### src/sv/bmp2rgb_pkg.sv
// Shared types and constants of the BMP to RGB565 streamer.
package bmp2rgb_pkg;

    // Header layout (byte positions in the file)
    localparam logic [31:0] OFFSET_BASE  = 32'd10;
    localparam logic [31:0] WIDTH_BASE   = 32'd18;
    localparam logic [31:0] HEIGHT_BASE  = 32'd22;
    localparam logic [31:0] PLANES_BASE  = 32'd26;
    localparam logic [31:0] COMP_BASE    = 32'd30;
    localparam logic [31:0] HDR_LAST_POS = 32'd33;
    localparam logic [31:0] MIN_OFFSET   = 32'd34;

    // planes = 1 in bits 15:0, bit count = 24 in bits 31:16
    localparam logic [31:0] PLANES_DEPTH_OK = {16'd24, 16'd1};

    // Image width carried to the back end; covers the largest allowed width
    localparam int IMG_W_BITS  = 14;
    // Row stride in bytes, (3 * width + 3) & ~3
    localparam int STRIDE_BITS = 15;

    // Result kinds
    localparam logic [1:0] KIND_PIXEL  = 2'd0;
    localparam logic [1:0] KIND_ACCEPT = 2'd1;
    localparam logic [1:0] KIND_REJECT = 2'd2;

    // Queue between front and back
    localparam int QUEUE_DEPTH = 2;
    localparam int QPTR_W      = $clog2(QUEUE_DEPTH);
    localparam int QCNT_W      = $clog2(QUEUE_DEPTH + 1);

    typedef enum logic [1:0] {
        OP_ACCEPT,
        OP_REJECT,
        OP_DATA
    } op_t;

    typedef struct packed {
        op_t                   op;
        logic [7:0]            data;
        logic [IMG_W_BITS-1:0] width;
        logic [31:0]           height;
    } entry_t;

endpackage

### src/sv/bmp24_to_rgb565_streamer.sv
// Top level of the 24-bit BMP to RGB565 pixel streamer.
//
//   channel | dir | handshake          | payload
//   --------+-----+--------------------+-------------------------------------------
//   s_      | in  | s_valid / s_ready  | s_start_of_file, s_data_byte
//   m_      | out | m_valid / m_ready  | m_kind, m_pix_x, m_pix_y, m_color, m_image_done
//
// One file byte per cycle sustained; the front end takes a beat whenever the
// two-entry queue has room. A result reaches m_ through the queue write and
// then the back end's result register.
// Reset: aresetn synchronous, active low; clears the byte counter, header
// fields, phases, queue pointers and m_valid. No clearing pass.
// Stalls: with m_ready low and a result held, the back end holds it and stops
// reading the queue; s_ready drops once both queue entries are full.
module bmp24_to_rgb565_streamer
    import bmp2rgb_pkg::*;
#(
    parameter int PANEL_WIDTH     = 128,
    parameter int PANEL_HEIGHT    = 128,
    parameter int MAX_IMAGE_WIDTH = 1280
) (
    input  logic        aclk,
    input  logic        aresetn,
    input  logic        s_valid,
    output logic        s_ready,
    input  logic        s_start_of_file,
    input  logic [7:0]  s_data_byte,
    output logic        m_valid,
    input  logic        m_ready,
    output logic [1:0]  m_kind,
    output logic [6:0]  m_pix_x,
    output logic [6:0]  m_pix_y,
    output logic [15:0] m_color,
    output logic        m_image_done
);

    // front end -> queue
    logic   push_valid;
    logic   push_ready;
    entry_t push_entry;

    // queue -> back end
    logic   pop_valid;
    logic   pop;
    entry_t pop_entry;

    // Header parse and byte classification. Only the header verdict and bytes
    // from the data offset on enter the queue; other bytes are dropped here.
    bmp2rgb_front #(
        .MAX_IMAGE_WIDTH(MAX_IMAGE_WIDTH)
    ) u_front (
        .aclk            (aclk),
        .aresetn         (aresetn),
        .s_valid         (s_valid),
        .s_ready         (s_ready),
        .s_start_of_file (s_start_of_file),
        .s_data_byte     (s_data_byte),
        .push_valid      (push_valid),
        .push_ready      (push_ready),
        .push_entry      (push_entry)
    );

    // Decouples byte intake from result stalls.
    bmp2rgb_queue u_queue (
        .aclk       (aclk),
        .aresetn    (aresetn),
        .push_valid (push_valid),
        .push_ready (push_ready),
        .push_entry (push_entry),
        .pop_valid  (pop_valid),
        .pop        (pop),
        .pop_entry  (pop_entry)
    );

    // Row walk, crop, centering and RGB565 packing; owns the result register.
    // The accept entry carries width and height so geometry stays in order
    // with the bytes of its own file.
    bmp2rgb_back #(
        .PANEL_WIDTH  (PANEL_WIDTH),
        .PANEL_HEIGHT (PANEL_HEIGHT)
    ) u_back (
        .aclk         (aclk),
        .aresetn      (aresetn),
        .q_valid      (pop_valid),
        .q_pop        (pop),
        .q_entry      (pop_entry),
        .m_valid      (m_valid),
        .m_ready      (m_ready),
        .m_kind       (m_kind),
        .m_pix_x      (m_pix_x),
        .m_pix_y      (m_pix_y),
        .m_color      (m_color),
        .m_image_done (m_image_done)
    );

endmodule

### src/sv/bmp2rgb_front.sv
// Front end: byte counter, header parse and check, forwards results and pixel bytes.
module bmp2rgb_front
    import bmp2rgb_pkg::*;
#(
    parameter int MAX_IMAGE_WIDTH = 1280
) (
    input  logic       aclk,
    input  logic       aresetn,
    input  logic       s_valid,
    output logic       s_ready,
    input  logic       s_start_of_file,
    input  logic [7:0] s_data_byte,
    output logic       push_valid,
    input  logic       push_ready,
    output entry_t     push_entry
);

    typedef enum logic [1:0] {
        F_HEADER,
        F_WAIT,
        F_DATA,
        F_IDLE
    } front_phase_t;

    front_phase_t phase_reg, phase_next, phase_cur;
    logic [31:0]  pos_reg, pos_next, pos_cur;
    logic [31:0]  offset_reg, offset_next, offset_cur;
    logic [31:0]  width_reg, width_next, width_cur;
    logic [31:0]  height_reg, height_next, height_cur;
    logic [31:0]  planes_reg, planes_next, planes_cur;
    logic [31:0]  comp_reg, comp_next, comp_cur;
    logic         beat;
    logic         hdr_ok;

    function automatic logic [31:0] put_byte(input logic [31:0] f, input logic [31:0] pos,
                                             input logic [31:0] base, input logic [7:0] b);
        logic [31:0] r;
        logic [1:0]  sel;
        r   = f;
        sel = 2'(pos - base);
        if (pos >= base && pos < base + 32'd4) begin
            r[{sel, 3'b000} +: 8] = b;
        end
        return r;
    endfunction

    assign s_ready = push_ready;
    assign beat    = s_valid && s_ready;

    // start of file restarts parsing on this very byte
    always_comb begin
        phase_cur  = s_start_of_file ? F_HEADER : phase_reg;
        pos_cur    = s_start_of_file ? 32'd0 : pos_reg;
        offset_cur = s_start_of_file ? 32'd0 : offset_reg;
        width_cur  = s_start_of_file ? 32'd0 : width_reg;
        height_cur = s_start_of_file ? 32'd0 : height_reg;
        planes_cur = s_start_of_file ? 32'd0 : planes_reg;
        comp_cur   = s_start_of_file ? 32'd0 : comp_reg;
    end

    always_comb begin
        phase_next  = phase_cur;
        pos_next    = (pos_cur == 32'hFFFF_FFFF) ? pos_cur : pos_cur + 32'd1;
        offset_next = offset_cur;
        width_next  = width_cur;
        height_next = height_cur;
        planes_next = planes_cur;
        comp_next   = comp_cur;
        hdr_ok      = 1'b0;
        push_valid  = 1'b0;
        push_entry  = '{op: OP_DATA, data: s_data_byte,
                        width: width_cur[IMG_W_BITS-1:0], height: height_cur};

        unique case (phase_cur)
            F_HEADER: begin
                offset_next = put_byte(offset_cur, pos_cur, OFFSET_BASE, s_data_byte);
                width_next  = put_byte(width_cur,  pos_cur, WIDTH_BASE,  s_data_byte);
                height_next = put_byte(height_cur, pos_cur, HEIGHT_BASE, s_data_byte);
                planes_next = put_byte(planes_cur, pos_cur, PLANES_BASE, s_data_byte);
                comp_next   = put_byte(comp_cur,   pos_cur, COMP_BASE,   s_data_byte);
                hdr_ok = (planes_next == PLANES_DEPTH_OK)
                      && (comp_next == 32'd0)
                      && (width_next != 32'd0)
                      && (width_next <= 32'(MAX_IMAGE_WIDTH))
                      && (height_next != 32'd0)
                      && (offset_next >= MIN_OFFSET);
                if (pos_cur == HDR_LAST_POS) begin
                    push_valid       = beat;
                    push_entry.op    = hdr_ok ? OP_ACCEPT : OP_REJECT;
                    push_entry.width = width_next[IMG_W_BITS-1:0];
                    push_entry.height = height_next;
                    phase_next       = hdr_ok ? F_WAIT : F_IDLE;
                end
            end
            F_WAIT: begin
                if (pos_cur == offset_cur) begin
                    push_valid = beat;
                    phase_next = F_DATA;
                end
            end
            F_DATA: begin
                push_valid = beat;
            end
            F_IDLE: begin
            end
            default: begin
            end
        endcase
    end

    always_ff @(posedge aclk) begin
        if (!aresetn) begin
            phase_reg  <= F_HEADER;
            pos_reg    <= '0;
            offset_reg <= '0;
            width_reg  <= '0;
            height_reg <= '0;
            planes_reg <= '0;
            comp_reg   <= '0;
        end else if (beat) begin
            phase_reg  <= phase_next;
            pos_reg    <= pos_next;
            offset_reg <= offset_next;
            width_reg  <= width_next;
            height_reg <= height_next;
            planes_reg <= planes_next;
            comp_reg   <= comp_next;
        end
    end

endmodule

### src/sv/bmp2rgb_queue.sv
// Two-entry queue between the front end and the pixel back end.
module bmp2rgb_queue
    import bmp2rgb_pkg::*;
(
    input  logic   aclk,
    input  logic   aresetn,
    input  logic   push_valid,
    output logic   push_ready,
    input  entry_t push_entry,
    output logic   pop_valid,
    input  logic   pop,
    output entry_t pop_entry
);

    entry_t            mem_reg [QUEUE_DEPTH];
    logic [QPTR_W-1:0] wr_ptr_reg;
    logic [QPTR_W-1:0] rd_ptr_reg;
    logic [QCNT_W-1:0] count_reg;
    logic              do_push;
    logic              do_pop;

    assign push_ready = (count_reg != QCNT_W'(QUEUE_DEPTH));
    assign pop_valid  = (count_reg != '0);
    assign pop_entry  = mem_reg[rd_ptr_reg];
    assign do_push    = push_valid && push_ready;
    assign do_pop     = pop && pop_valid;

    always_ff @(posedge aclk) begin
        if (do_push) begin
            mem_reg[wr_ptr_reg] <= push_entry;
        end
    end

    always_ff @(posedge aclk) begin
        if (!aresetn) begin
            wr_ptr_reg <= '0;
            rd_ptr_reg <= '0;
            count_reg  <= '0;
        end else begin
            if (do_push) begin
                wr_ptr_reg <= wr_ptr_reg + 1'b1;
            end
            if (do_pop) begin
                rd_ptr_reg <= rd_ptr_reg + 1'b1;
            end
            if (do_push && !do_pop) begin
                count_reg <= count_reg + 1'b1;
            end else if (do_pop && !do_push) begin
                count_reg <= count_reg - 1'b1;
            end
        end
    end

`ifndef SYNTHESIS
    a_count_bound: assert property (@(posedge aclk) disable iff (!aresetn)
        count_reg <= QCNT_W'(QUEUE_DEPTH))
        else $error("queue count beyond depth");
    a_no_overflow: assert property (@(posedge aclk) disable iff (!aresetn)
        push_valid |-> push_ready)
        else $error("push into full queue");
    a_no_underflow: assert property (@(posedge aclk) disable iff (!aresetn)
        pop |-> pop_valid)
        else $error("pop from empty queue");
    a_push_pop_hold: assert property (@(posedge aclk) disable iff (!aresetn)
        (do_push && do_pop) |=> count_reg == $past(count_reg))
        else $error("count moved on push and pop");
`endif

endmodule

### src/sv/bmp2rgb_back.sv
// Back end: row walker, cropping, centering, RGB565 packing and result register.
module bmp2rgb_back
    import bmp2rgb_pkg::*;
#(
    parameter int PANEL_WIDTH  = 128,
    parameter int PANEL_HEIGHT = 128
) (
    input  logic        aclk,
    input  logic        aresetn,
    input  logic        q_valid,
    output logic        q_pop,
    input  entry_t      q_entry,
    output logic        m_valid,
    input  logic        m_ready,
    output logic [1:0]  m_kind,
    output logic [6:0]  m_pix_x,
    output logic [6:0]  m_pix_y,
    output logic [15:0] m_color,
    output logic        m_image_done
);

    localparam int CW = $clog2(PANEL_WIDTH + 1);
    localparam int RW = (PANEL_HEIGHT > 1) ? $clog2(PANEL_HEIGHT) : 1;

    typedef enum logic {
        B_IDLE,
        B_ROWS
    } back_phase_t;

    back_phase_t            phase_reg, phase_next;
    logic [31:0]            skip_reg, skip_next;
    logic [STRIDE_BITS-1:0] rbc_reg, rbc_next;
    logic [STRIDE_BITS-1:0] stride_reg, stride_next;
    logic [1:0]             sub_reg, sub_next;
    logic [CW-1:0]          col_reg, col_next;
    logic [CW-1:0]          sw_reg, sw_next;
    logic [CW-1:0]          fcol_reg, fcol_next;
    logic [RW-1:0]          row_reg, row_next;
    logic [RW-1:0]          low_reg, low_next;
    logic [10:0]            part_reg, part_next;

    logic                   valid_reg;
    logic [1:0]             kind_reg, kind_next;
    logic [6:0]             x_reg, x_next;
    logic [6:0]             y_reg, y_next;
    logic [15:0]            color_reg, color_next;
    logic                   done_reg, done_next;
    logic                   emit;
    logic                   emit_last;

    // geometry from the header
    logic [15:0]            w3;
    logic [15:0]            stride_full;
    logic                   w_big;
    logic                   h_big;
    logic [31:0]            low32;
    logic [31:0]            start32;
    logic [STRIDE_BITS-1:0] rbc_inc;
    logic                   row_end;
    logic                   in_region;
    logic [31:0]            x_full;
    logic [31:0]            y_full;

    assign q_pop = q_valid && (!valid_reg || m_ready);

    always_comb begin
        w3          = {1'b0, q_entry.width, 1'b0} + {2'b00, q_entry.width};
        stride_full = (w3 + 16'd3) & ~16'd3;
        w_big       = 32'(q_entry.width) > 32'(PANEL_WIDTH);
        h_big       = q_entry.height > 32'(PANEL_HEIGHT);
        low32       = h_big ? 32'd0 : ((32'(PANEL_HEIGHT) - q_entry.height) >> 1);
        start32     = h_big ? 32'(PANEL_HEIGHT) - 32'd1 : low32 + q_entry.height - 32'd1;
    end

    assign rbc_inc   = rbc_reg + 1'b1;
    assign row_end   = rbc_inc >= stride_reg;
    assign in_region = col_reg < sw_reg;
    assign x_full    = 32'(fcol_reg) + 32'(col_reg);
    assign y_full    = 32'(row_reg);

    always_comb begin
        phase_next  = phase_reg;
        skip_next   = skip_reg;
        rbc_next    = rbc_reg;
        stride_next = stride_reg;
        sub_next    = sub_reg;
        col_next    = col_reg;
        sw_next     = sw_reg;
        fcol_next   = fcol_reg;
        row_next    = row_reg;
        low_next    = low_reg;
        part_next   = part_reg;
        emit        = 1'b0;
        emit_last   = 1'b0;
        kind_next   = KIND_PIXEL;
        x_next      = '0;
        y_next      = '0;
        color_next  = '0;
        done_next   = 1'b0;

        if (q_pop) begin
            unique case (q_entry.op)
                OP_ACCEPT: begin
                    phase_next  = B_ROWS;
                    stride_next = stride_full[STRIDE_BITS-1:0];
                    sw_next     = w_big ? CW'(PANEL_WIDTH) : CW'(q_entry.width);
                    fcol_next   = w_big ? '0
                                : CW'((32'(PANEL_WIDTH) - 32'(q_entry.width)) >> 1);
                    skip_next   = h_big ? q_entry.height - 32'(PANEL_HEIGHT) : 32'd0;
                    row_next    = RW'(start32);
                    low_next    = RW'(low32);
                    rbc_next    = '0;
                    sub_next    = '0;
                    col_next    = '0;
                    part_next   = '0;
                    emit        = 1'b1;
                    kind_next   = KIND_ACCEPT;
                end
                OP_REJECT: begin
                    phase_next = B_IDLE;
                    emit       = 1'b1;
                    kind_next  = KIND_REJECT;
                end
                OP_DATA: begin
                    if (phase_reg == B_ROWS) begin
                        if (skip_reg != 32'd0) begin
                            // rows below the panel are passed over whole
                            if (row_end) begin
                                rbc_next  = '0;
                                skip_next = skip_reg - 32'd1;
                            end else begin
                                rbc_next = rbc_inc;
                            end
                        end else begin
                            if (in_region) begin
                                unique case (sub_reg)
                                    2'd0: begin
                                        part_next = {6'd0, q_entry.data[7:3]};
                                        sub_next  = 2'd1;
                                    end
                                    2'd1: begin
                                        part_next = {q_entry.data[7:2], part_reg[4:0]};
                                        sub_next  = 2'd2;
                                    end
                                    default: begin
                                        emit       = 1'b1;
                                        emit_last  = ((col_reg + 1'b1) == sw_reg)
                                                  && (row_reg == low_reg);
                                        kind_next  = KIND_PIXEL;
                                        x_next     = x_full[6:0];
                                        y_next     = y_full[6:0];
                                        color_next = {q_entry.data[7:3], part_reg};
                                        done_next  = emit_last;
                                        sub_next   = 2'd0;
                                        col_next   = col_reg + 1'b1;
                                    end
                                endcase
                            end
                            if (emit_last) begin
                                phase_next = B_IDLE;
                            end else if (row_end) begin
                                rbc_next = '0;
                                sub_next = 2'd0;
                                col_next = '0;
                                if (row_reg != '0) begin
                                    row_next = row_reg - 1'b1;
                                end
                            end else begin
                                rbc_next = rbc_inc;
                            end
                        end
                    end
                end
                default: begin
                end
            endcase
        end
    end

    always_ff @(posedge aclk) begin
        if (!aresetn) begin
            phase_reg <= B_IDLE;
            valid_reg <= 1'b0;
        end else begin
            phase_reg <= phase_next;
            if (q_pop && emit) begin
                valid_reg <= 1'b1;
            end else if (m_ready) begin
                valid_reg <= 1'b0;
            end
        end
    end

    always_ff @(posedge aclk) begin
        skip_reg   <= skip_next;
        rbc_reg    <= rbc_next;
        stride_reg <= stride_next;
        sub_reg    <= sub_next;
        col_reg    <= col_next;
        sw_reg     <= sw_next;
        fcol_reg   <= fcol_next;
        row_reg    <= row_next;
        low_reg    <= low_next;
        part_reg   <= part_next;
        if (q_pop && emit) begin
            kind_reg  <= kind_next;
            x_reg     <= x_next;
            y_reg     <= y_next;
            color_reg <= color_next;
            done_reg  <= done_next;
        end
    end

    assign m_valid      = valid_reg;
    assign m_kind       = kind_reg;
    assign m_pix_x      = x_reg;
    assign m_pix_y      = y_reg;
    assign m_color      = color_reg;
    assign m_image_done = done_reg;

`ifndef SYNTHESIS
    a_done_is_pixel: assert property (@(posedge aclk) disable iff (!aresetn)
        (m_valid && m_image_done) |-> m_kind == KIND_PIXEL)
        else $error("image done on a header result");
    a_hdr_zero: assert property (@(posedge aclk) disable iff (!aresetn)
        (m_valid && m_kind != KIND_PIXEL) |->
            (m_pix_x == 7'd0 && m_pix_y == 7'd0 && m_color == 16'd0))
        else $error("header result with nonzero payload");
    a_last_idles: assert property (@(posedge aclk) disable iff (!aresetn)
        (q_pop && emit_last) |=> phase_reg == B_IDLE)
        else $error("back end still walking after last pixel");
`endif

endmodule
### config.mk
export PLATFORM = sky130hd
export DESIGN_NAME = bmp24_to_rgb565_streamer
export DESIGN_NICKNAME = d
export VERILOG_FILES = /design/src/sv/bmp2rgb_pkg.sv /design/src/sv/bmp24_to_rgb565_streamer.sv /design/src/sv/bmp2rgb_front.sv /design/src/sv/bmp2rgb_queue.sv /design/src/sv/bmp2rgb_back.sv
export SDC_FILE = /design/constraint.sdc
export NUM_CORES = 1
export LEC_CHECK = 0
export BUFFER_PORTS_ARGS = -buffer_cell sky130_fd_sc_hd__buf_2
export CAP_MARGIN = 20
export CORE_MARGIN = 2
export CORE_UTILIZATION = 50
export DETAILED_ROUTE_END_ITERATION = 16
export PLACE_DENSITY = 0.73
export SLEW_MARGIN = 20
export SYNTH_ARGS = -nofsm -noshare
export SYNTH_HDL_FRONTEND = slang
export SYNTH_SLANG_ARGS = --single-unit
### constraint.sdc
create_clock -name aclk -period 6.2 [get_ports aclk]
set_input_delay 0 -clock aclk [delete_from_list [all_inputs] [get_ports aclk]]
set_output_delay 0 -clock aclk [all_outputs]
set_load 0.01 [all_outputs]
* Word level (Yosys, flattened, before mapping)
Memory sizes are Yosys's and may differ from the RTL's. A register that Yosys moved wholly into a read port is not among the register bits.
Index checks and enable logic that the tools add are counted.
** Word-level totals
- Output and inout port bits :: 35
- Bits of input ports :: 13
- Word-level logic and storage cells :: 258
- Flip-flop bits (word level) :: 343
- Memory bits (writable) :: 112
- Memories kept :: 1
** Cells by class
- Magnitude comparators :: 16
- Reductions and logical operators :: 47
- Muxes and demuxes :: 102
- Equal/unequal tests :: 23
- Bitwise logic cells :: 4
- Shift-type cells :: 10
- Add/subtract/negate cells :: 27
** Memory list
- u_queue.mem_reg :: words 2, width 56, read ports 1, clocked after Yosys merged registers in 1, wr ports 1, RTL line bmp2rgb_queue.sv:15 : entry_t mem_reg [QUEUE_DEPTH];
** Operators by type and width (number)
- two-way mux 32 bit :: 26
- bitwise mux 32 bit :: 5
- variable shift 8 x 7 -> 32 bit, first input constant :: 5
- variable part select 8 x 7 -> 32 bit :: 5
- greater-or-equal comparator 32 x 5 -> 1 bit, second input constant :: 4
- < comparator 32 x 5 -> 1 bit, second input constant :: 3
- nonzero test 32 bit :: 3
- two-way mux 46 bit :: 2
- case mux 32 bit (2 select lines) :: 1
- two-way mux 15 bit :: 4
- two-way mux 7 bit :: 7
- two-way mux 8 bit :: 6
- case mux 11 bit (2 select lines) :: 2
- negation 5 -> 7 bit :: 5
- two-way mux 11 bit :: 3
- adder 32 x 1 -> 32 bit, second input constant :: 1
- equality test 32 x 21 -> 1 bit, second input constant :: 1
- equality test 32 bit :: 1
- equality test 32 bit, second input constant :: 1
- equality test 32 x 6 -> 1 bit, second input constant :: 1
- greater-or-equal comparator 32 x 4 -> 1 bit, second input constant :: 1
- greater-or-equal comparator 32 x 6 -> 1 bit, second input constant :: 1
- > comparator 32 x 8 -> 1 bit, second input constant :: 1
- <= comparator 32 x 11 -> 1 bit, second input constant :: 1
- other kinds (51) :: 139

* Depth between registers and ports, before layout
Gate-level depths: netlist of run 1.
- Word-level depth :: 16
- Depth in mapped cells :: 23
- Mapped depth without buffers :: 17

* By module
A second synthesis of run 1 with hierarchy kept.
** Unflattened totals
- Cells, all modules :: 2517
- Area total of the unflattened synthesis :: 25117.8 µm²
** Modules (own cells, without submodules)
- bmp2rgb_front :: sequential area each 3883.7 µm², instances 1, cells each 1399, area each 11233.3 µm²
- bmp2rgb_back :: sequential area each 4334.2 µm², instances 1, cells each 920, area each 9608.0 µm²
- bmp2rgb_queue :: sequential area each 3463.3 µm², instances 1, cells each 198, area each 4276.6 µm²

* Worst setup path after synthesis of run 1
OpenSTA, ideal clock, no wires.
- Kind :: reg-to-reg
- From :: reg (tool-made name)
- To :: reg u_back.row_reg[6], data pin
- Period minus slack after synthesis :: 5.224 ns
- Data arrival time :: 4.951 ns
- Cell stages (with the launch flop) :: 24
- Path buffers :: 6
- Library setup time :: 0.274 ns
- Data required time :: 5.926 ns
- Path slack :: 0.976 ns
- Path through :: dfxtp_1 buf_2 buf_2 buf_1 clkbuf_1 mux2i_1 ha_1 nand3_1 nor2_1 o211a_1 and3_1 clkbuf_1 buf_1 nand2_1 ha_1 inv_1 ha_1 a21o_1 a21oi_1 o21bai_1 a21oi_1 xnor2_1 xnor2_1 a31oi_1
** RTL lines
- to (signal assigned) :: RTL line bmp2rgb_back.sv:202 : row_reg <= row_next;
- to (decl) :: RTL line bmp2rgb_back.sv:38 : logic [RW-1:0] row_reg, row_next;

==> summary.md, run 1 <==
| Metric | Value |
|---|---|
| Fillcell total | 3875 |
| Max-slew headroom | 17.4% |
| Reg clk slew, reported paths | 0.06 ns |
| Reg2Reg Capture Point | u_back.stride_reg[14]$_DFFE_PP_ |
| Internal power | 4.92 mW |
| Initial DRC count | 1661 |
| CP max stage delay | 0.77 ns |
| Max-slew violations | 0 |
| Power per Cell Area | 245 nW/um^2 |
| Vias | 17800 |
| Routed Antenna Nets | 0 |
| Initial antenna violation count | 1 |
| Area fraction of the dominant cell type after synthesis | 32.5% |
| Initial Utilization | 50.9% |
| Post-DR vias/cell | 5.94 |
| Outcome | completed |
| Crit Path Class | flop to flop |
| H-Tree Depth | 2 |
| Die width | 219 um |
| Hold Path Origin | s_valid |
| Crit path max fanout | 51 |
| Worst-Skew Late Latency | 0.61 ns |
| CTS tree | built |
| Largest net degree at the start of global routing | 102 |
| P_sw | 1.38 mW |
| Port Buf Inserts | 47 |
| Final Util | 56.4% |
| Clk_skew | 0.0290 ns |
| Synth top area cells | edfxtp_1 32%, dfxtp_1 17%, nor2_1 5.9%, a22oi_1 4.9%, ha_1 4.7% |
| Number of remaining DRC errors | 0 |
| Number of flip-flops in the largest register | 108 |
| Setup violators final | 0 |
| Grt ovf | 0 |
| First-pass GRT wire length | 92.9 mm |
| Crit share post-route | 74.7% |
| Register area | 11600 sq um |
| Max Buffers Root-to-Sink | 3 |
| Post-synth EDFFs | 251 |
| CP cell instances | buf_4 > mux2i_1 > ha_1 > ha_1 > a21o_1 > a21oi_1 > o21bai_1 > a21oi_1 > o21bai_1 > a211o_1 > o41ai_1 > o21bai_1 > a21oi_1 > xnor2_1 |
| Wirelength, routed | 59.1 mm |
| FF-to-FF path depth | 14 |
| Share of layout cells above drive strength 1 | 8.58% |
| YS warnings | 0 |
| Area delta synth->final | 10.7% |
| Leak | 9.02 nW |
| Vias in the first global route | 17200 |
| CP arrival | 4.99 ns |
| Most used DFF post-synth | edfxtp_1 |
| Power share of the clock group | 47.5% |
| Seq/Total Area, Yosys | 49.8% |
| Multi-input logic area | 10800 sq um |
| CTS Buf Count | 49 |
| Setup TNS | 0 ns |
| Core area | 45600 sq um |
| TritonRoute pass-1 iters | 6 |
| Cell taking the most area after synthesis | edfxtp_1 |
| Switch share | 22.0% |
| Gate power share | 2.8% |
| WL/cell | 19.8 um |
| Max_cap viols | 0 |
| Worst setup EP type | flop |
| Syn Nets | 2452 |
| GPL Wtd Cong | 0.944 |
| # IOs | 48 |
| Die height | 219 um |
| Post-Syn Area | 23200 sq um |
| Req. time, crit path | 6.56 ns |
| Final nets | 2450 |
| Max Fclk | 216 MHz |
| # resized after CTS | 0 |
| Die area | 48100 sq um |
| Post-DP HPWL | 41.4 mm |
| RSZ-0062 raised after global routing | false |
| Register share of total power | 49.7% |
| Syn Inst Count | 2350 |
| Number of synthesized register bits | 452 |
| Library cells used by synthesis | 76 |
| Slowest cell on crit path | dfxtp_4 |
| Site row count | 78 |
| Sink Count | 452 |
| Slew @ Worst Pin | 1.23 ns |
| R2r setup slk | 1.57 ns |
| Clock root buffer | clkbuf_16 |
| Fin. Hold Viols | 0 |
| Avg Cell Area, Syn | 9.87 sq um |
| All-Layer GR Usage | 24.5% |
| Hold Path Cell Cnt | 4 |
| Post-route minimum period | 4.63 ns |
| Power after layout | 6.31 mW |
| Hold/Removal Path Class | primary input to flop |
| Worst vdd ir | 194 uV |
| FFs w/ async S/R, synth | 0% |
| Crit start category | flop |
| Worst hold endpoint | u_front.phase_reg[0]$_SDFFE_PN0P_ |
layout make-up:
| type | instances | area share (%) |
|---|---|---|
| Antenna cell | 1 | 0.00974 |
| Clock buffer | 61 | 5.48 |
| Clock inverter | 31 | 1.06 |
| Inverter | 101 | 1.50 |
| Multi-Input combinational cell | 1660 | 41.9 |
| Sequential cell | 452 | 45.0 |
| Tap cell | 600 | 2.92 |
| Timing Repair Buffer | 84 | 2.11 |
cell families after synthesis:
family	synth area share [%]
xor+xnor	6.91
compound gates	12.6
buf+inv	3.96
flops	49.8
fa+ha+maj	4.86
simple gates	19.3
mux	2.53
critical path: cells and delay by family, from the launching register on:
kind                     cells  cell delay, ns
XOR/XNOR                     1            0.08
flip-flops                   1            0.77
multiplexers                 1            0.59
buffers and inverters        1            0.47
adder cells (fa/ha/maj)      2            0.67
AO/OA/AOI/OAI                9            1.80
per-layer routing:
metal	track usage [%]	share of wire, %
met2	39.8	46
met4	9.75	3.4
met5	0	0
met3	4.13	6.5
met1	32.7	44
repair_timing:
item,CTS,global route
hold endpoints to repair,28,0
hold buffers,9,0
buffers inserted,0,0
cell usage after synthesis, types with 8 or more instances:
cell / n
ha_1: 87
and3_1: 39
a21oi_1: 64
nand2_1: 127
clkbuf_1: 123
o22ai_1: 28
o21ai_0: 49
or2_2: 12
a211oi_1: 8
o31ai_1: 16
nand2b_1: 31
mux2i_1: 53
a31oi_1: 15
or4_1: 11
and2_1: 52
xor2_1: 75
nand3_1: 43
nor2_1: 362
inv_1: 100
a22oi_1: 150
nor4_1: 45
nand4_1: 28
o21a_1: 8
or3_1: 20
a21o_1: 13
dfxtp_1: 201
a32oi_1: 14
edfxtp_1: 251
nor2b_1: 56
nor3_1: 46
xnor2_1: 108
how the worst max path moves through the flow:
stage,to,slack [ns]
after floorplan,u_back.row_reg[6]$_DFFE_PP_,0.98
after global placement,u_back.stride_reg[14]$_DFFE_PP_,1.63
after detailed placement,u_back.stride_reg[14]$_DFFE_PP_,1.52
final,u_back.stride_reg[14]$_DFFE_PP_,1.57
after CTS,u_back.stride_reg[14]$_DFFE_PP_,1.54
after global routing,u_back.row_reg[6]$_DFFE_PP_,1.18
through the flow:
step | std cells | setup slack (ns) | cell area (sq um) | hold WS, ns
after floorplan | 2350 | 0.976 | 23200 | 0.0989
final | 2990 | 1.57 | 25700 | 0.00975
after global routing | 2989 | 1.18 | 25700 | 0.0690
after CTS | 2989 | 1.54 | 25700 | 0.0000435
after global placement | 2887 | 1.63 | 23900 | 0.376
after detailed placement | 2888 | 1.52 | 23900 | 0.388
power groups by stage:
| stage | Sequential, mW | Clock [mW] | Combinational [mW] |
|---|---|---|---|
| 4_1_cts | 3.13 | 3.04 | 0.168 |
| 2_1_floorplan | 3.20 | 0 | 0.109 |
| 3_5_place_dp | 3.20 | 0 | 0.163 |
| 5_1_grt | 3.13 | 3.16 | 0.185 |
| 3_3_place_gp | 3.20 | 0 | 0.161 |
| 6_report | 3.13 | 3.00 | 0.174 |
cells in the final DEF (no fill, tap or decap), types with 15 or more instances in the layout:
cell	instances
clkbuf_16	54
and3_1	38
xnor2_1	108
o31ai_1	16
ha_1	87
xor2_1	75
inv_1	100
and2_1	51
nand3_1	43
nor2b_1	54
or3_1	20
buf_4	27
mux2i_1	53
nor3_1	44
nor4_1	43
edfxtp_1	251
a21oi_1	64
a22oi_1	150
nand2_1	126
o21ai_0	49
buf_2	47
a31oi_1	15
nand2b_1	31
nand4_1	28
dfxtp_1	200
nor2_1	358
o22ai_1	28
Power figures use the tool's default switching activity.
==> run 2, diff against run 1 <==
PLACE_DENSITY = 0.75   (was 0.73)
clock period = 4.05 ns   (was 6.2 ns; I/O delays follow)
==> run 2 against run 1 <==
Compared with the run above:
- non-clock buffer count rose by 100
- worst hold slack gained 0.047 ns
- design area rose by 3.6%
- fmax rose by 19%
- worst setup slack got worse by 1.4 ns
- clock skew decreased by 0.0025 ns
- critical path type unchanged
- critical path depth increased by 5
==> summary.md, run 2 (synthesis gave the netlist of run 1 again) <==
| Metric | Value |
|---|---|
| All-Layer GR Usage | 25.3% (+0.73 points) |
| Critical Path Stages | 19 (+5) |
| Max_cap viols | 0 (unchanged) |
| Sink Count | 452 (unchanged) |
| Leak | 9.60 nW (+6.5%) |
| Post-DR vias/cell | 5.91 (-0.46%) |
| WL/cell | 19.7 um (-0.14%) |
| Max Buffers Root-to-Sink | 3 (unchanged) |
| CTS tree | built |
| Crit share post-route | 96.1% (+21 points) |
| Grt ovf | 0 (unchanged) |
| Diode count | 0 (-1) |
| Initial antenna violation count | 0 (-1) |
| Largest net degree at the start of global routing | 115 (+13%) |
| Req. time, crit path | 4.38 ns (-2.18 ns) |
| H-Tree Depth | 2 (unchanged) |
| # IOs | 48 (unchanged) |
| Reg2Reg Capture Point | u_back.row_reg[6]$_DFFE_PP_ |
| CP cell instances | buf_2 > nor3_1 > a21oi_1 > nand3b_1 > or2_2 > nor3_4 > and3_4 > buf_4 > nand2b_1 > ha_1 > inv_1 > ha_1 > a21o_1 > a21oi_2 > o21bai_1 > a21oi_2 > xnor2_1 > xnor2_1 > a31oi_1 |
| R2r setup slk | 0.16 ns (-1.41 ns) |
| Power per Cell Area | 369 nW/um^2 (+50%) |
| Vias | 18300 (+2.8%) |
| Core area | 45600 sq um (unchanged) |
| Slowest cell on crit path | dfxtp_4 |
| Die height | 219 um (unchanged) |
| Crit Path Class | flop to flop |
| Reg clk slew, reported paths | 0.06 ns (about the same) |
| CTS Buf Count | 48 (-2.0%) |
| Post-route minimum period | 3.89 ns (-0.742 ns) |
| Fin. Hold Viols | 0 (unchanged) |
| Final Util | 58.4% (+2.0 points) |
| Setup violators final | 0 (unchanged) |
| Fillcell total | 3801 (-1.9%) |
| Most common cell after layout, fill and taps aside | nor2_1 |
| Initial DRC count | 1834 (+10%) |
| Crit start category | flop |
| Die area | 48100 sq um (unchanged) |
| Share of layout cells above drive strength 1 | 12.7% (+4.1 points) |
| Power after layout | 9.83 mW (+56%) |
| Number of remaining DRC errors | 0 (unchanged) |
| CP Buf/Inv Count | 3 (+2) |
| Design area | 26600 sq um (+3.6%) |
| Hold/Removal Path Class | primary input to flop |
| TritonRoute pass-1 iters | 5 (-1) |
| Commonest non-fill, non-tap cells in the layout | 359 x nor2_1, 251 x edfxtp_1, 200 x dfxtp_1 |
| Placed cell count | 2986 (+3.4%) |
| Die width | 219 um (unchanged) |
| Port Buf Inserts | 47 (unchanged) |
| Worst-Skew Late Latency | 0.60 ns (about the same) |
| Max-slew violations | 0 (unchanged) |
| Outcome | completed |
| Site row count | 78 (unchanged) |
| Max Fclk | 257 MHz (+19%) |
| Non-Filler Instances | 3087 (+3.2%) |
| Clk_skew | 0.0265 ns (-0.00251 ns) |
| Clock root buffer | clkbuf_16 |
| Critical Path End | u_back.row_reg[6]$_DFFE_PP_ |
| Vias in the first global route | 17600 (+2.4%) |
| GPL Wtd Cong | 1.00 (+5.9%) |
| CP max stage delay | 0.39 ns (-0.38 ns) |
| Post-DP HPWL | 43.3 mm (+4.8%) |
| Critical path's top delay family | simple AND/OR/NAND/NOR gates |
| Slew @ Worst Pin | 1.18 ns (-0.0519 ns) |
| Max-slew headroom | 20.8% (+3.4 points) |
| Area delta synth->final | 14.8% |
| Wirelength, routed | 60.9 mm (+3.1%) |
| Crit path max fanout | 7 (-86%) |
| Final nets | 2549 (+4.0%) |
| Placed cell areas | 24700 sq um (+3.3%) |
| CP arrival | 4.22 ns (-0.77 ns) |
| Routed Antenna Nets | 0 (unchanged) |
| First-pass GRT wire length | 95.9 mm (+3.2%) |
| Min Hold Slack | 0.0564 ns (+0.0466 ns) |
| FF-to-FF path depth | 19 (+5) |
| Number of flip-flops in the largest register | 108 (unchanged) |
| Initial Utilization | 50.9% (unchanged) |
| Worst vdd ir | 303 uV (+56%) |
| Worst setup EP type | flop |
==> run 2: metrics by stage <==
stage	setup slack, ns	setup TNS [ns]
after CTS	0.0278	0
after floorplan	-0.331	-0.331
after detailed placement	-0.0401	-0.0401
after global placement	0.134	0
after global routing	-0.0407	-0.0413
final	0.158	0
==> run 2: worst min-delay path: cells and delay by family <==
kind | cells | cell delay (ns)
buf+inv | 2 | 0.28
simple gates | 2 | 0.22
compound gates | 1 | 0.08
==> run 2: cell type report <==
type	instances	area (sq um)	share of cell area, %
Clock buffer	63	1390	5.20
Tap cell	600	751	2.82
Sequential cell	452	11600	43.4
Timing Repair Buffer	184	1350	5.08
Clock inverter	27	334	1.25
Inverter	101	384	1.44
Multi-Input combinational cell	1660	10900	40.8
==> run 2: what timing repair did <==
| item | 4_1_cts | 5_1_grt |
|---|---|---|
| pin swaps | 0 | 1 |
| resized for setup | 1 | 15 |
| setup buffers | 0 | 2 |
| hold endpoints to repair | 22 | 0 |
| setup endpoints to repair | 1 | 3 |
| hold buffers | 9 | 0 |
==> run 2: how the worst min path moves through the flow <==
stage / from / end / slack (ns) / cells past startpoint
floorplan: s_data_byte[2] / u_queue.mem_reg[0][48]$_DFFE_PP_ / 0.1 / 0
global placement: aresetn / u_front.phase_reg[0]$_SDFFE_PN0P_ / 0.37 / 2
detailed placement: aresetn / u_front.phase_reg[0]$_SDFFE_PN0P_ / 0.38 / 2
CTS: s_valid / u_front.phase_reg[1]$_SDFFE_PN0P_ / 0.03 / 5
global route: s_valid / u_front.phase_reg[0]$_SDFFE_PN0P_ / 0.07 / 4
finish: s_valid / u_front.phase_reg[1]$_SDFFE_PN0P_ / 0.06 / 5
==> run 2: routing by layer <==
metal  global-route usage (%)  vias up  wire (um)
met5                        0        -          0
met4                     9.44        0       2140
met3                     3.41      143       3910
met2                     42.1      698      28500
met1                     33.6     8778      26400
li1                         -     8635          -
==> run 2: power by group <==
group | switching, mW | total [mW] | internal, mW
Sequential | 0.00350 | 4.80 | 4.79
Clock | 1.91 | 4.73 | 2.82
Combinational | 0.217 | 0.301 | 0.0837
